$ cat src/sv/psc_pkg.sv
`timescale 1ns / 1ps
// Shared types and constants for the path segment to control points unit.
// No dependencies; every other file of the unit imports this package.
package psc_pkg;

  // Width of each coordinate field on the ports (Q16.16).
  localparam int PT_W = 32;

  // Default internal coordinate width and command queue depth.
  localparam int COORD_WIDTH_DEF = 32;
  localparam int QUEUE_DEPTH_DEF = 2;

  // Segment commands, coded as on the input port.
  typedef enum logic [3:0] {
    OP_MOVE   = 4'd0,
    OP_LINE   = 4'd1,
    OP_HORIZ  = 4'd2,
    OP_VERT   = 4'd3,
    OP_QUAD   = 4'd4,
    OP_SQUAD  = 4'd5,
    OP_CUBIC  = 4'd6,
    OP_SCUBIC = 4'd7,
    OP_CLOSE  = 4'd8
  } op_t;

  // Kind of the previous segment, which tags the reflection point.
  typedef enum logic [1:0] {
    KIND_NONE  = 2'd0,
    KIND_QUAD  = 2'd1,
    KIND_CUBIC = 2'd2
  } kind_t;

  // Role of an emitted point.
  typedef enum logic [1:0] {
    ROLE_END  = 2'd0,
    ROLE_CTL1 = 2'd1,
    ROLE_CTL2 = 2'd2
  } role_t;

  // Where the coordinates of an emitted point come from.
  typedef enum logic [2:0] {
    SRC_SUM,
    SRC_HORIZ,
    SRC_VERT,
    SRC_SMOOTH,
    SRC_START
  } src_t;

  // Command part of a queued word; coordinates travel beside it.
  typedef struct packed {
    op_t  op;
    logic rel;
  } cmd_t;

  // Per-point control decoded from command and step.
  typedef struct packed {
    logic [1:0] pair;
    src_t       src;
    role_t      role;
    logic       last;
  } step_ctl_t;

  // Input word.
  typedef struct packed {
    logic [3:0]             action;
    logic                   relative;
    logic signed [PT_W-1:0] coord_a;
    logic signed [PT_W-1:0] coord_b;
    logic signed [PT_W-1:0] coord_c;
    logic signed [PT_W-1:0] coord_d;
    logic signed [PT_W-1:0] coord_e;
    logic signed [PT_W-1:0] coord_f;
  } in_word_t;

  // Output word.
  typedef struct packed {
    logic signed [PT_W-1:0] point_x;
    logic signed [PT_W-1:0] point_y;
    logic [1:0]             point_role;
    logic                   last_point;
  } out_word_t;

endpackage

$ cat src/sv/psc_front.sv
`timescale 1ns / 1ps
// Front end: accepts input words, drops unknown commands and clamps coordinates.
// Depends on psc_pkg; feeds psc_queue.
module psc_front #(
  parameter int COORD_WIDTH = psc_pkg::COORD_WIDTH_DEF
) (
  input  logic                                   in_valid,
  output logic                                   in_stall,
  input  psc_pkg::in_word_t                      in_word,
  input  logic                                   q_full,
  output logic                                   q_push,
  output logic [$bits(psc_pkg::cmd_t)+6*COORD_WIDTH-1:0] q_data
);
  import psc_pkg::*;

  localparam int W  = COORD_WIDTH;
  localparam int EW = (W > PT_W) ? W : PT_W;

  // Bring a port coordinate to the internal width, saturating when narrower.
  function automatic logic signed [W-1:0] take(input logic signed [PT_W-1:0] x);
    logic signed [W-1:0]  maxw;
    logic signed [W-1:0]  minw;
    logic signed [EW-1:0] e;
    maxw = {1'b0, {(W-1){1'b1}}};
    minw = {1'b1, {(W-1){1'b0}}};
    e    = EW'(x);
    if (e > EW'(maxw)) begin
      take = maxw;
    end else if (e < EW'(minw)) begin
      take = minw;
    end else begin
      take = e[W-1:0];
    end
  endfunction

  logic known;
  cmd_t cmd;

  // Only the nine defined commands go on; others are taken and dropped.
  always_comb begin
    known = (in_word.action <= OP_CLOSE);
    cmd.op  = op_t'(in_word.action);
    cmd.rel = in_word.relative;
  end

  assign in_stall = q_full;
  assign q_push   = in_valid && !q_full && known;

  assign q_data = {cmd,
                   take(in_word.coord_f), take(in_word.coord_e),
                   take(in_word.coord_d), take(in_word.coord_c),
                   take(in_word.coord_b), take(in_word.coord_a)};

endmodule

$ cat src/sv/psc_queue.sv
`timescale 1ns / 1ps
// Short command queue between the front end and the point generator.
// Depends on psc_pkg only for the default depth; generic in width.
module psc_queue #(
  parameter int DATA_W = 8,
  parameter int DEPTH  = psc_pkg::QUEUE_DEPTH_DEF
) (
  input  logic              clk,
  input  logic              rst_n,
  input  logic              push,
  input  logic [DATA_W-1:0] push_data,
  output logic              full,
  input  logic              pop,
  output logic              not_empty,
  output logic [DATA_W-1:0] head_data
);
  import psc_pkg::*;

  localparam int PW = (DEPTH > 1) ? $clog2(DEPTH) : 1;
  localparam int CW = $clog2(DEPTH + 1);

  logic [DATA_W-1:0] entry_r [DEPTH];
  logic [PW-1:0]     wr_ptr_r, wr_ptr_nxt;
  logic [PW-1:0]     rd_ptr_r, rd_ptr_nxt;
  logic [CW-1:0]     count_r, count_nxt;

  assign full      = (count_r == CW'(DEPTH));
  assign not_empty = (count_r != '0);
  assign head_data = entry_r[rd_ptr_r];

  // Pointer and fill-count update; pointers wrap at the depth.
  always_comb begin
    wr_ptr_nxt = wr_ptr_r;
    rd_ptr_nxt = rd_ptr_r;
    count_nxt  = count_r;
    if (push) begin
      wr_ptr_nxt = (wr_ptr_r == PW'(DEPTH - 1)) ? '0 : wr_ptr_r + 1'b1;
    end
    if (pop) begin
      rd_ptr_nxt = (rd_ptr_r == PW'(DEPTH - 1)) ? '0 : rd_ptr_r + 1'b1;
    end
    if (push && !pop) begin
      count_nxt = count_r + 1'b1;
    end else if (pop && !push) begin
      count_nxt = count_r - 1'b1;
    end
  end

  always_ff @(posedge clk) begin
    if (!rst_n) begin
      wr_ptr_r <= '0;
      rd_ptr_r <= '0;
      count_r  <= '0;
    end else begin
      wr_ptr_r <= wr_ptr_nxt;
      rd_ptr_r <= rd_ptr_nxt;
      count_r  <= count_nxt;
    end
  end

  // Entry storage needs no reset.
  always_ff @(posedge clk) begin
    if (push) begin
      entry_r[wr_ptr_r] <= push_data;
    end
  end

  a_count_bound: assert property (@(posedge clk) disable iff (!rst_n)
    count_r <= CW'(DEPTH))
    else $error("queue fill count above depth");

  a_no_push_when_full: assert property (@(posedge clk) disable iff (!rst_n)
    full && !pop |=> count_r == CW'(DEPTH))
    else $error("queue lost a word while full");

  a_pop_needs_data: assert property (@(posedge clk) disable iff (!rst_n)
    pop |-> not_empty)
    else $error("queue popped while empty");

endmodule

$ cat src/sv/psc_back.sv
`timescale 1ns / 1ps
// Point generator: holds the path state and emits one absolute point per cycle while the output is not stalled.
// Depends on psc_pkg; takes commands from psc_queue.
module psc_back #(
  parameter int COORD_WIDTH = psc_pkg::COORD_WIDTH_DEF
) (
  input  logic                                   clk,
  input  logic                                   rst_n,
  input  logic                                   q_valid,
  input  logic [$bits(psc_pkg::cmd_t)+6*COORD_WIDTH-1:0] q_data,
  output logic                                   q_pop,
  output logic                                   out_valid,
  input  logic                                   out_stall,
  output psc_pkg::out_word_t                     out_word
);
  import psc_pkg::*;

  localparam int W = COORD_WIDTH;

  // Saturating add of two W-bit values.
  function automatic logic signed [W-1:0] sadd(input logic signed [W-1:0] a,
                                               input logic signed [W-1:0] b);
    logic signed [W:0] s;
    s = {a[W-1], a} + {b[W-1], b};
    if (s[W] != s[W-1]) begin
      sadd = s[W] ? {1'b1, {(W-1){1'b0}}} : {1'b0, {(W-1){1'b1}}};
    end else begin
      sadd = s[W-1:0];
    end
  endfunction

  // Saturating reflection 2*e - c.
  function automatic logic signed [W-1:0] refl(input logic signed [W-1:0] e,
                                               input logic signed [W-1:0] c);
    logic signed [W+1:0] r;
    r = {e[W-1], e, 1'b0} - {{2{c[W-1]}}, c};
    if (r[W+1:W-1] != '0 && r[W+1:W-1] != '1) begin
      refl = r[W+1] ? {1'b1, {(W-1){1'b0}}} : {1'b0, {(W-1){1'b1}}};
    end else begin
      refl = r[W-1:0];
    end
  endfunction

  // Decode of one step of a command: operand pair, source, role, last flag.
  function automatic step_ctl_t decode(input op_t op, input logic [1:0] step);
    step_ctl_t d;
    d.pair = 2'd0;
    d.src  = SRC_SUM;
    d.role = ROLE_END;
    d.last = 1'b1;
    unique case (op) inside
      OP_MOVE, OP_LINE: begin
      end
      OP_HORIZ: begin
        d.src = SRC_HORIZ;
      end
      OP_VERT: begin
        d.src = SRC_VERT;
      end
      OP_QUAD: begin
        if (step == 2'd0) begin
          d.role = ROLE_CTL1;
          d.last = 1'b0;
        end else begin
          d.pair = 2'd1;
        end
      end
      OP_SQUAD: begin
        if (step == 2'd0) begin
          d.src  = SRC_SMOOTH;
          d.role = ROLE_CTL1;
          d.last = 1'b0;
        end
      end
      OP_CUBIC: begin
        if (step == 2'd0) begin
          d.role = ROLE_CTL1;
          d.last = 1'b0;
        end else if (step == 2'd1) begin
          d.pair = 2'd1;
          d.role = ROLE_CTL2;
          d.last = 1'b0;
        end else begin
          d.pair = 2'd2;
        end
      end
      OP_SCUBIC: begin
        if (step == 2'd0) begin
          d.src  = SRC_SMOOTH;
          d.role = ROLE_CTL1;
          d.last = 1'b0;
        end else if (step == 2'd1) begin
          d.role = ROLE_CTL2;
          d.last = 1'b0;
        end else begin
          d.pair = 2'd1;
        end
      end
      OP_CLOSE: begin
        d.src = SRC_START;
      end
      default: begin
      end
    endcase
    return d;
  endfunction

  // Command being worked on.
  cmd_t                cmd_r, cmd_nxt;
  logic signed [W-1:0] v_r [6];
  logic signed [W-1:0] v_nxt [6];
  logic                busy_r, busy_nxt;
  logic [1:0]          step_r, step_nxt;

  // Path state.
  logic signed [W-1:0] cur_x_r, cur_x_nxt, cur_y_r, cur_y_nxt;
  logic signed [W-1:0] start_x_r, start_x_nxt, start_y_r, start_y_nxt;
  logic signed [W-1:0] refl_x_r, refl_x_nxt, refl_y_r, refl_y_nxt;
  logic signed [W-1:0] ctl_x_r, ctl_x_nxt, ctl_y_r, ctl_y_nxt;
  kind_t               kind_r, kind_nxt;

  // Output register.
  logic                out_valid_r, out_valid_nxt;
  out_word_t           out_word_r, out_word_nxt;

  step_ctl_t           ctl;
  logic                out_free;
  logic                emit;
  logic                done;
  logic                smooth_hit;
  logic signed [W-1:0] ox, oy, opx, opy, sx, sy, pt_x, pt_y, rx, ry;

  // Step decode and handshake with the queue and the output register.
  always_comb begin
    ctl      = decode(cmd_r.op, step_r);
    out_free = !out_valid_r || !out_stall;
    emit     = busy_r && out_free;
    done     = emit && ctl.last;
    q_pop    = q_valid && (!busy_r || done);
  end

  // Point arithmetic for the current step.
  always_comb begin
    ox = cmd_r.rel ? cur_x_r : '0;
    oy = cmd_r.rel ? cur_y_r : '0;
    case (ctl.pair)
      2'd0: begin
        opx = v_r[0];
        opy = v_r[1];
      end
      2'd1: begin
        opx = v_r[2];
        opy = v_r[3];
      end
      default: begin
        opx = v_r[4];
        opy = v_r[5];
      end
    endcase
    // A vertical segment carries its lone value in the first coordinate.
    if (ctl.src == SRC_VERT) begin
      opy = v_r[0];
    end
    sx = sadd(ox, opx);
    sy = sadd(oy, opy);
    smooth_hit = (cmd_r.op == OP_SQUAD && kind_r == KIND_QUAD) ||
                 (cmd_r.op == OP_SCUBIC && kind_r == KIND_CUBIC);
    unique case (ctl.src)
      SRC_SUM: begin
        pt_x = sx;
        pt_y = sy;
      end
      SRC_HORIZ: begin
        pt_x = sx;
        pt_y = cur_y_r;
      end
      SRC_VERT: begin
        pt_x = cur_x_r;
        pt_y = sy;
      end
      SRC_SMOOTH: begin
        pt_x = smooth_hit ? refl_x_r : cur_x_r;
        pt_y = smooth_hit ? refl_y_r : cur_y_r;
      end
      SRC_START: begin
        pt_x = start_x_r;
        pt_y = start_y_r;
      end
      default: begin
        pt_x = sx;
        pt_y = sy;
      end
    endcase
    rx = refl(pt_x, ctl_x_r);
    ry = refl(pt_y, ctl_y_r);
  end

  // Next-state logic for the sequencer, path state and output register.
  always_comb begin
    cmd_nxt       = cmd_r;
    v_nxt         = v_r;
    busy_nxt      = busy_r;
    step_nxt      = step_r;
    cur_x_nxt     = cur_x_r;
    cur_y_nxt     = cur_y_r;
    start_x_nxt   = start_x_r;
    start_y_nxt   = start_y_r;
    refl_x_nxt    = refl_x_r;
    refl_y_nxt    = refl_y_r;
    ctl_x_nxt     = ctl_x_r;
    ctl_y_nxt     = ctl_y_r;
    kind_nxt      = kind_r;
    out_word_nxt  = out_word_r;
    out_valid_nxt = out_valid_r && out_stall;

    if (emit) begin
      out_valid_nxt           = 1'b1;
      out_word_nxt.point_x    = PT_W'(pt_x);
      out_word_nxt.point_y    = PT_W'(pt_y);
      out_word_nxt.point_role = ctl.role;
      out_word_nxt.last_point = ctl.last;
      step_nxt                = step_r + 1'b1;
      if (ctl.role != ROLE_END) begin
        ctl_x_nxt = pt_x;
        ctl_y_nxt = pt_y;
      end
    end

    // The end point commits the segment to the path state.
    if (done) begin
      busy_nxt  = 1'b0;
      cur_x_nxt = pt_x;
      cur_y_nxt = pt_y;
      unique case (cmd_r.op) inside
        OP_QUAD, OP_SQUAD: begin
          refl_x_nxt = rx;
          refl_y_nxt = ry;
          kind_nxt   = KIND_QUAD;
        end
        OP_CUBIC, OP_SCUBIC: begin
          refl_x_nxt = rx;
          refl_y_nxt = ry;
          kind_nxt   = KIND_CUBIC;
        end
        default: begin
          refl_x_nxt = pt_x;
          refl_y_nxt = pt_y;
          kind_nxt   = KIND_NONE;
        end
      endcase
      if (cmd_r.op == OP_MOVE) begin
        start_x_nxt = pt_x;
        start_y_nxt = pt_y;
      end
    end

    if (q_pop) begin
      busy_nxt = 1'b1;
      step_nxt = 2'd0;
      cmd_nxt  = q_data[$bits(cmd_t)+6*W-1 -: $bits(cmd_t)];
      for (int i = 0; i < 6; i++) begin
        v_nxt[i] = q_data[i*W +: W];
      end
    end
  end

  always_ff @(posedge clk) begin
    if (!rst_n) begin
      busy_r      <= 1'b0;
      step_r      <= 2'd0;
      out_valid_r <= 1'b0;
      cur_x_r     <= '0;
      cur_y_r     <= '0;
      start_x_r   <= '0;
      start_y_r   <= '0;
      refl_x_r    <= '0;
      refl_y_r    <= '0;
      kind_r      <= KIND_NONE;
    end else begin
      busy_r      <= busy_nxt;
      step_r      <= step_nxt;
      out_valid_r <= out_valid_nxt;
      cur_x_r     <= cur_x_nxt;
      cur_y_r     <= cur_y_nxt;
      start_x_r   <= start_x_nxt;
      start_y_r   <= start_y_nxt;
      refl_x_r    <= refl_x_nxt;
      refl_y_r    <= refl_y_nxt;
      kind_r      <= kind_nxt;
    end
  end

  // Payload registers carry no reset.
  always_ff @(posedge clk) begin
    cmd_r      <= cmd_nxt;
    v_r        <= v_nxt;
    ctl_x_r    <= ctl_x_nxt;
    ctl_y_r    <= ctl_y_nxt;
    out_word_r <= out_word_nxt;
  end

  assign out_valid = out_valid_r;
  assign out_word  = out_word_r;

  a_step_bound: assert property (@(posedge clk) disable iff (!rst_n)
    busy_r |-> step_r != 2'd3)
    else $error("point step ran past the third point");

  a_refl_plain: assert property (@(posedge clk) disable iff (!rst_n)
    kind_r == KIND_NONE |-> refl_x_r == cur_x_r && refl_y_r == cur_y_r)
    else $error("reflection point differs from current point after a plain segment");

  a_more_points: assert property (@(posedge clk) disable iff (!rst_n)
    emit && !ctl.last |=> busy_r && step_r != 2'd0)
    else $error("segment dropped before its end point");

  a_close_returns: assert property (@(posedge clk) disable iff (!rst_n)
    done && cmd_r.op == OP_CLOSE |=> cur_x_r == start_x_r && cur_y_r == start_y_r)
    else $error("close did not return to the subpath start");

endmodule

$ cat src/sv/path_segment_to_control_points_unit.sv
`timescale 1ns / 1ps
// Path segment to control points: turns path segments into absolute points.
// A taken word reaches its first point via the queue, command and output registers.
// Throughput: one point per cycle leaves the output register while out_stall is low: one
// point for move, line, horizontal, vertical and close, two for quadratics, three for cubics.
// A command queue, two words deep by default, decouples intake from the point generator.
// Reset (rst_n low, synchronous) clears the path state to zero and empties the queue.
module path_segment_to_control_points_unit #(
  parameter int COORD_WIDTH = psc_pkg::COORD_WIDTH_DEF,
  parameter int QUEUE_DEPTH = psc_pkg::QUEUE_DEPTH_DEF
) (
  input  logic               clk,
  input  logic               rst_n,
  input  logic               in_valid,
  output logic               in_stall,
  input  psc_pkg::in_word_t  in_word,
  output logic               out_valid,
  input  logic               out_stall,
  output psc_pkg::out_word_t out_word
);
  import psc_pkg::*;

  localparam int QW = $bits(cmd_t) + 6 * COORD_WIDTH;

  logic          q_push;
  logic          q_full;
  logic          q_pop;
  logic          q_not_empty;
  logic [QW-1:0] q_in_data;
  logic [QW-1:0] q_head_data;

  psc_front #(
    .COORD_WIDTH(COORD_WIDTH)
  ) u_front (
    .in_valid (in_valid),
    .in_stall (in_stall),
    .in_word  (in_word),
    .q_full   (q_full),
    .q_push   (q_push),
    .q_data   (q_in_data)
  );

  psc_queue #(
    .DATA_W(QW),
    .DEPTH (QUEUE_DEPTH)
  ) u_queue (
    .clk       (clk),
    .rst_n     (rst_n),
    .push      (q_push),
    .push_data (q_in_data),
    .full      (q_full),
    .pop       (q_pop),
    .not_empty (q_not_empty),
    .head_data (q_head_data)
  );

  psc_back #(
    .COORD_WIDTH(COORD_WIDTH)
  ) u_back (
    .clk       (clk),
    .rst_n     (rst_n),
    .q_valid   (q_not_empty),
    .q_data    (q_head_data),
    .q_pop     (q_pop),
    .out_valid (out_valid),
    .out_stall (out_stall),
    .out_word  (out_word)
  );

endmodule
$ cat config.mk
export PLATFORM = sky130hd
export DESIGN_NAME = path_segment_to_control_points_unit
export DESIGN_NICKNAME = d
export VERILOG_FILES = /design/src/sv/psc_pkg.sv /design/src/sv/psc_front.sv /design/src/sv/psc_queue.sv /design/src/sv/psc_back.sv /design/src/sv/path_segment_to_control_points_unit.sv
export SDC_FILE = /design/constraint.sdc
export NUM_CORES = 2
export LEC_CHECK = 0
export ABC_CLOCK_PERIOD_IN_PS = 10200
export BUFFER_PORTS_ARGS = -buffer_cell sky130_fd_sc_hd__buf_2
export CORE_MARGIN = 2
export CORE_UTILIZATION = 55
export CTS_CLUSTER_DIAMETER = 100
export CTS_CLUSTER_SIZE = 8
export DETAILED_ROUTE_END_ITERATION = 8
export PLACE_DENSITY = 0.73
export SYNTH_ARGS = -nofsm -noshare
export SYNTH_HDL_FRONTEND = slang
export SYNTH_SLANG_ARGS = --single-unit
$ cat constraint.sdc
create_clock -name clk -period 10.2 [get_ports clk]
set_input_delay 1.02 -clock clk [delete_from_list [all_inputs] [get_ports clk]]
set_output_delay 1.02 -clock clk [all_outputs]
set_load 0.05 [all_outputs]
==> results.yml <==
floorplanning:
  die-area_um2: 81630
  die_x_um: 285.7
  core_area_um2: 78740
  start_util_pct: 55.43
  die_y_um: 285.7
  rows: 103
  num_io_pins: 270
placed_design:
  dp_cells: 4789
  io_buffers: 269
  hpwl_um: 79820
  place_congestion: 0.9197
finish:
  final_nets: 4212
  area_growth_pct: 12.99
  regArea_um2: 25730
  drive_above_1_share_pct: 19.24
  multi_input_area_um2: 16040
  fin_cells: 4988
  final.fill_count: 6007
yosys:
  ys_types: 97
  synth_warnings: 0
  syn_area_per_cell_um2: 11.55
  netlist_area_um2: 43650
  ys_ff_latch: 924
  synthCells: 3778
  synthFlopType: "edfxtp_1"
  synth_fp_nets: 4116
  async_flop_share_pct: 0
  seq_area_frac_synth_pct: 58.94
  synth_edf_count: 722
critical_path:
  worstSetupStartpointType: "flip-flop"
  crit_top_cell: "a21oi_1"
  cp_data_required_time_ns: 10.80
  endpoint_kind: "flip-flop"
  worst-path-max-fanout: 31
  slowest_delay_ns: 0.67
  critPathSlowestCell: "nor2_4"
  critPathKind: "flip-flop to flip-flop"
  arrival_ns: 9.78
global_routing:
  grt_pass1_vias: 28946
  grt_pass1_wl_um: 176100
  track_usage_pct: 28.22
  antenna_found_initial: 9
  grt_remaining_overflow: 0
  grt_max_degree: 129
clock_tree:
  clk_latency_ns: 0.75
  ctsRootBufferMaster: "clkbuf_16"
  cts_buffers: 133
  cts_setup_buffers: 0
  cts.sinks: 924
  htreeDepth: 4
  cts_tree: "yes"
  cts.clk_slew.worst_paths_ns: 0.06
  ctsHoldBuffers: 0
  cts_buffer_depth: 3
  post_cts_resized: 0
route:
  wirelength_um: 116600
  vias_per_cell: 6.163
  drt_iter0_drc: 3891
  remaining_drc_errors: 0
  dr.pass1.iters: 9
  vias: 30739
  post_drt_wl_per_cell_um: 23.38
  ant_nets: 0
timing:
  fin_worst_skew_ns: 0.04552
  drv_slew: 0
  hold_viol_final: 0
  setup_viol: 0
  period_share_pct: 90.06
  fin_crit_ns: 9.186
  rsz0062_at_grt: "no"
  tightest_slew_ns: 1.172
  maxClockFrequency_mhz: 108.9
  setup_total_negative_slack_ns: 0
  slew_headroom_pct: 21.56
run:
  maxCapViolCount: 0
run_status:
  outcome: "complete, no violations"
worst_hold_path:
  hold_class: "flip-flop to flip-flop"
## state kept, by name (all words and copies together) (netlist names), 5 cells and up
signal / cells
u_back.v_r: 192
u_back.cur_y_r: 32
u_back.cur_x_r: 32
u_back.refl_y_r: 32
u_back.ctl_y_r: 32
u_back.start_y_r: 32
u_back.out_word: 67
u_back.start_x_r: 32
u_back.ctl_x_r: 32
u_queue.entry_r: 394
u_back.cmd_r: 5
u_back.refl_x_r: 32
## worst max-delay path: cells and delay by family (launching register included)
| kind | cells | cell delay, ns |
|---|---|---|
| compound gates | 19 | 4.22 |
| xor+xnor | 1 | 0.16 |
| fa+ha+maj | 3 | 1.13 |
| buf+inv | 3 | 0.66 |
| flops | 1 | 0.63 |
| simple gates | 9 | 2.25 |
## cells in the final DEF (no fill, tap or decap), types with 18 or more instances in the layout
master | Yosys | routed
nor2_1 | 194 | 189
o21a_1 | 34 | 34
and3_1 | 19 | 18
a31oi_1 | 48 | 48
a222oi_1 | 23 | 23
clkbuf_1 | 333 | 43
a21o_1 | 67 | 67
mux2_2 | 209 | 209
o21ai_0 | 200 | 200
buf_4 | 5 | 68
dfxtp_1 | 202 | 201
nand3_1 | 55 | 53
and2_1 | 96 | 94
buf_2 | 24 | 269
nand2_1 | 372 | 371
xor2_1 | 45 | 45
o211ai_1 | 26 | 26
nor3_1 | 46 | 44
xnor2_1 | 56 | 56
a21oi_1 | 244 | 244
a221o_1 | 19 | 19
a221oi_1 | 49 | 49
a22oi_1 | 73 | 73
inv_1 | 134 | 133
edfxtp_1 | 722 | 722
mux2i_1 | 33 | 33
o21ai_1 | 21 | 21
ha_1 | 133 | 133
a211oi_1 | 27 | 27
clkbuf_16 | 0 | 133
## cells in the mapped netlist, types with 14 or more instances
library cell  instances  share of area (%)
nand2_1             372                3.2
xor2_1               45               0.90
nor2_1              194                1.7
ha_1                133                3.8
clkbuf_1            333                2.9
o31ai_1              14               0.24
o211ai_1             26               0.45
a222oi_1             23               0.53
nand4_1              16               0.23
or3_1                15               0.21
nand3_1              55               0.63
a31oi_1              48               0.69
o21ai_1              21               0.24
o21ai_0             200                2.3
edfxtp_1            722                 50
mux2i_1              33               0.76
mux2_2              209                5.4
a221oi_1             49               0.98
nand2b_1             15               0.21
a22oi_1              73                1.3
xnor2_1              56                1.1
dfxtp_1             202                9.3
o21a_1               34               0.58
a221o_1              19               0.44
buf_2                24               0.28
and2_1               96                1.4
a21o_1               67                1.2
inv_1               134                1.2
a211oi_1             27               0.46
a21oi_1             244                2.8
and3_1               19               0.27
nor3_1               46               0.53
## stage by stage
stage	util, %	hold slack [ns]	setup slack [ns]	instance area [µm²]
4_1_cts	62.60	0.4428	1.179	49290
3_3_place_gp	57.73	0.4298	1.252	45450
3_5_place_dp	57.73	0.4463	1.252	45450
2_1_floorplan	-	0.4145	-0.1625	43650
5_1_grt	62.62	0.4667	0.2996	49310
6_report	62.63	0.4551	1.014	49310
## cell type report
type                    count  share of cell area [%]
diodes                      8                 0.04059
clock buffers             176                   7.076
clock inverters            15                  0.7104
inverters                 136                   1.050
multi-input cells        2342                   32.52
flip-flops and latches    924                   52.17
well taps                1050                   2.664
repair buffers            337                   3.765
## layer usage
layer,share of wire (%),global-route usage [%]
met1,44,42.04
met2,44,41.88
met3,9.2,5.016
met4,2.8,9.450
met5,0.019,0
## worst paths after layout
kind,start,endpoint,slack [ns],cells past startpoint
worst max-delay path,u_back.cmd_r[1]$_DFFE_PP_,u_back.refl_x_r[12]$_SDFFE_PN0P_,1.01,35
worst min-delay path,u_back.start_x_r[8]$_SDFFE_PN0P_,u_back.start_x_r[8]$_SDFFE_PN0P_,0.46,2
worst max register to register,u_back.cmd_r[1]$_DFFE_PP_,u_back.refl_x_r[12]$_SDFFE_PN0P_,1.01,35
worst min register to register,u_back.start_x_r[8]$_SDFFE_PN0P_,u_back.start_x_r[8]$_SDFFE_PN0P_,0.46,2
## logic make-up (layout without fill, tap and decap cells)
family,count (synthesis),count (layout),synth area share [%]
muxes,242,242,6.149
and+or+nand+nor,873,873,9.159
buffers and inverters,512,664,4.532
adders and majority gates,137,137,3.996
other,0,8,0
DFF,924,924,58.94
xor gates and xnor gates,101,101,2.027
AOI/OAI and AO/OA,989,989,15.20
Power is not shown: default switching activity piles up to over one toggle a cycle in this logic, so the estimate is an artifact.
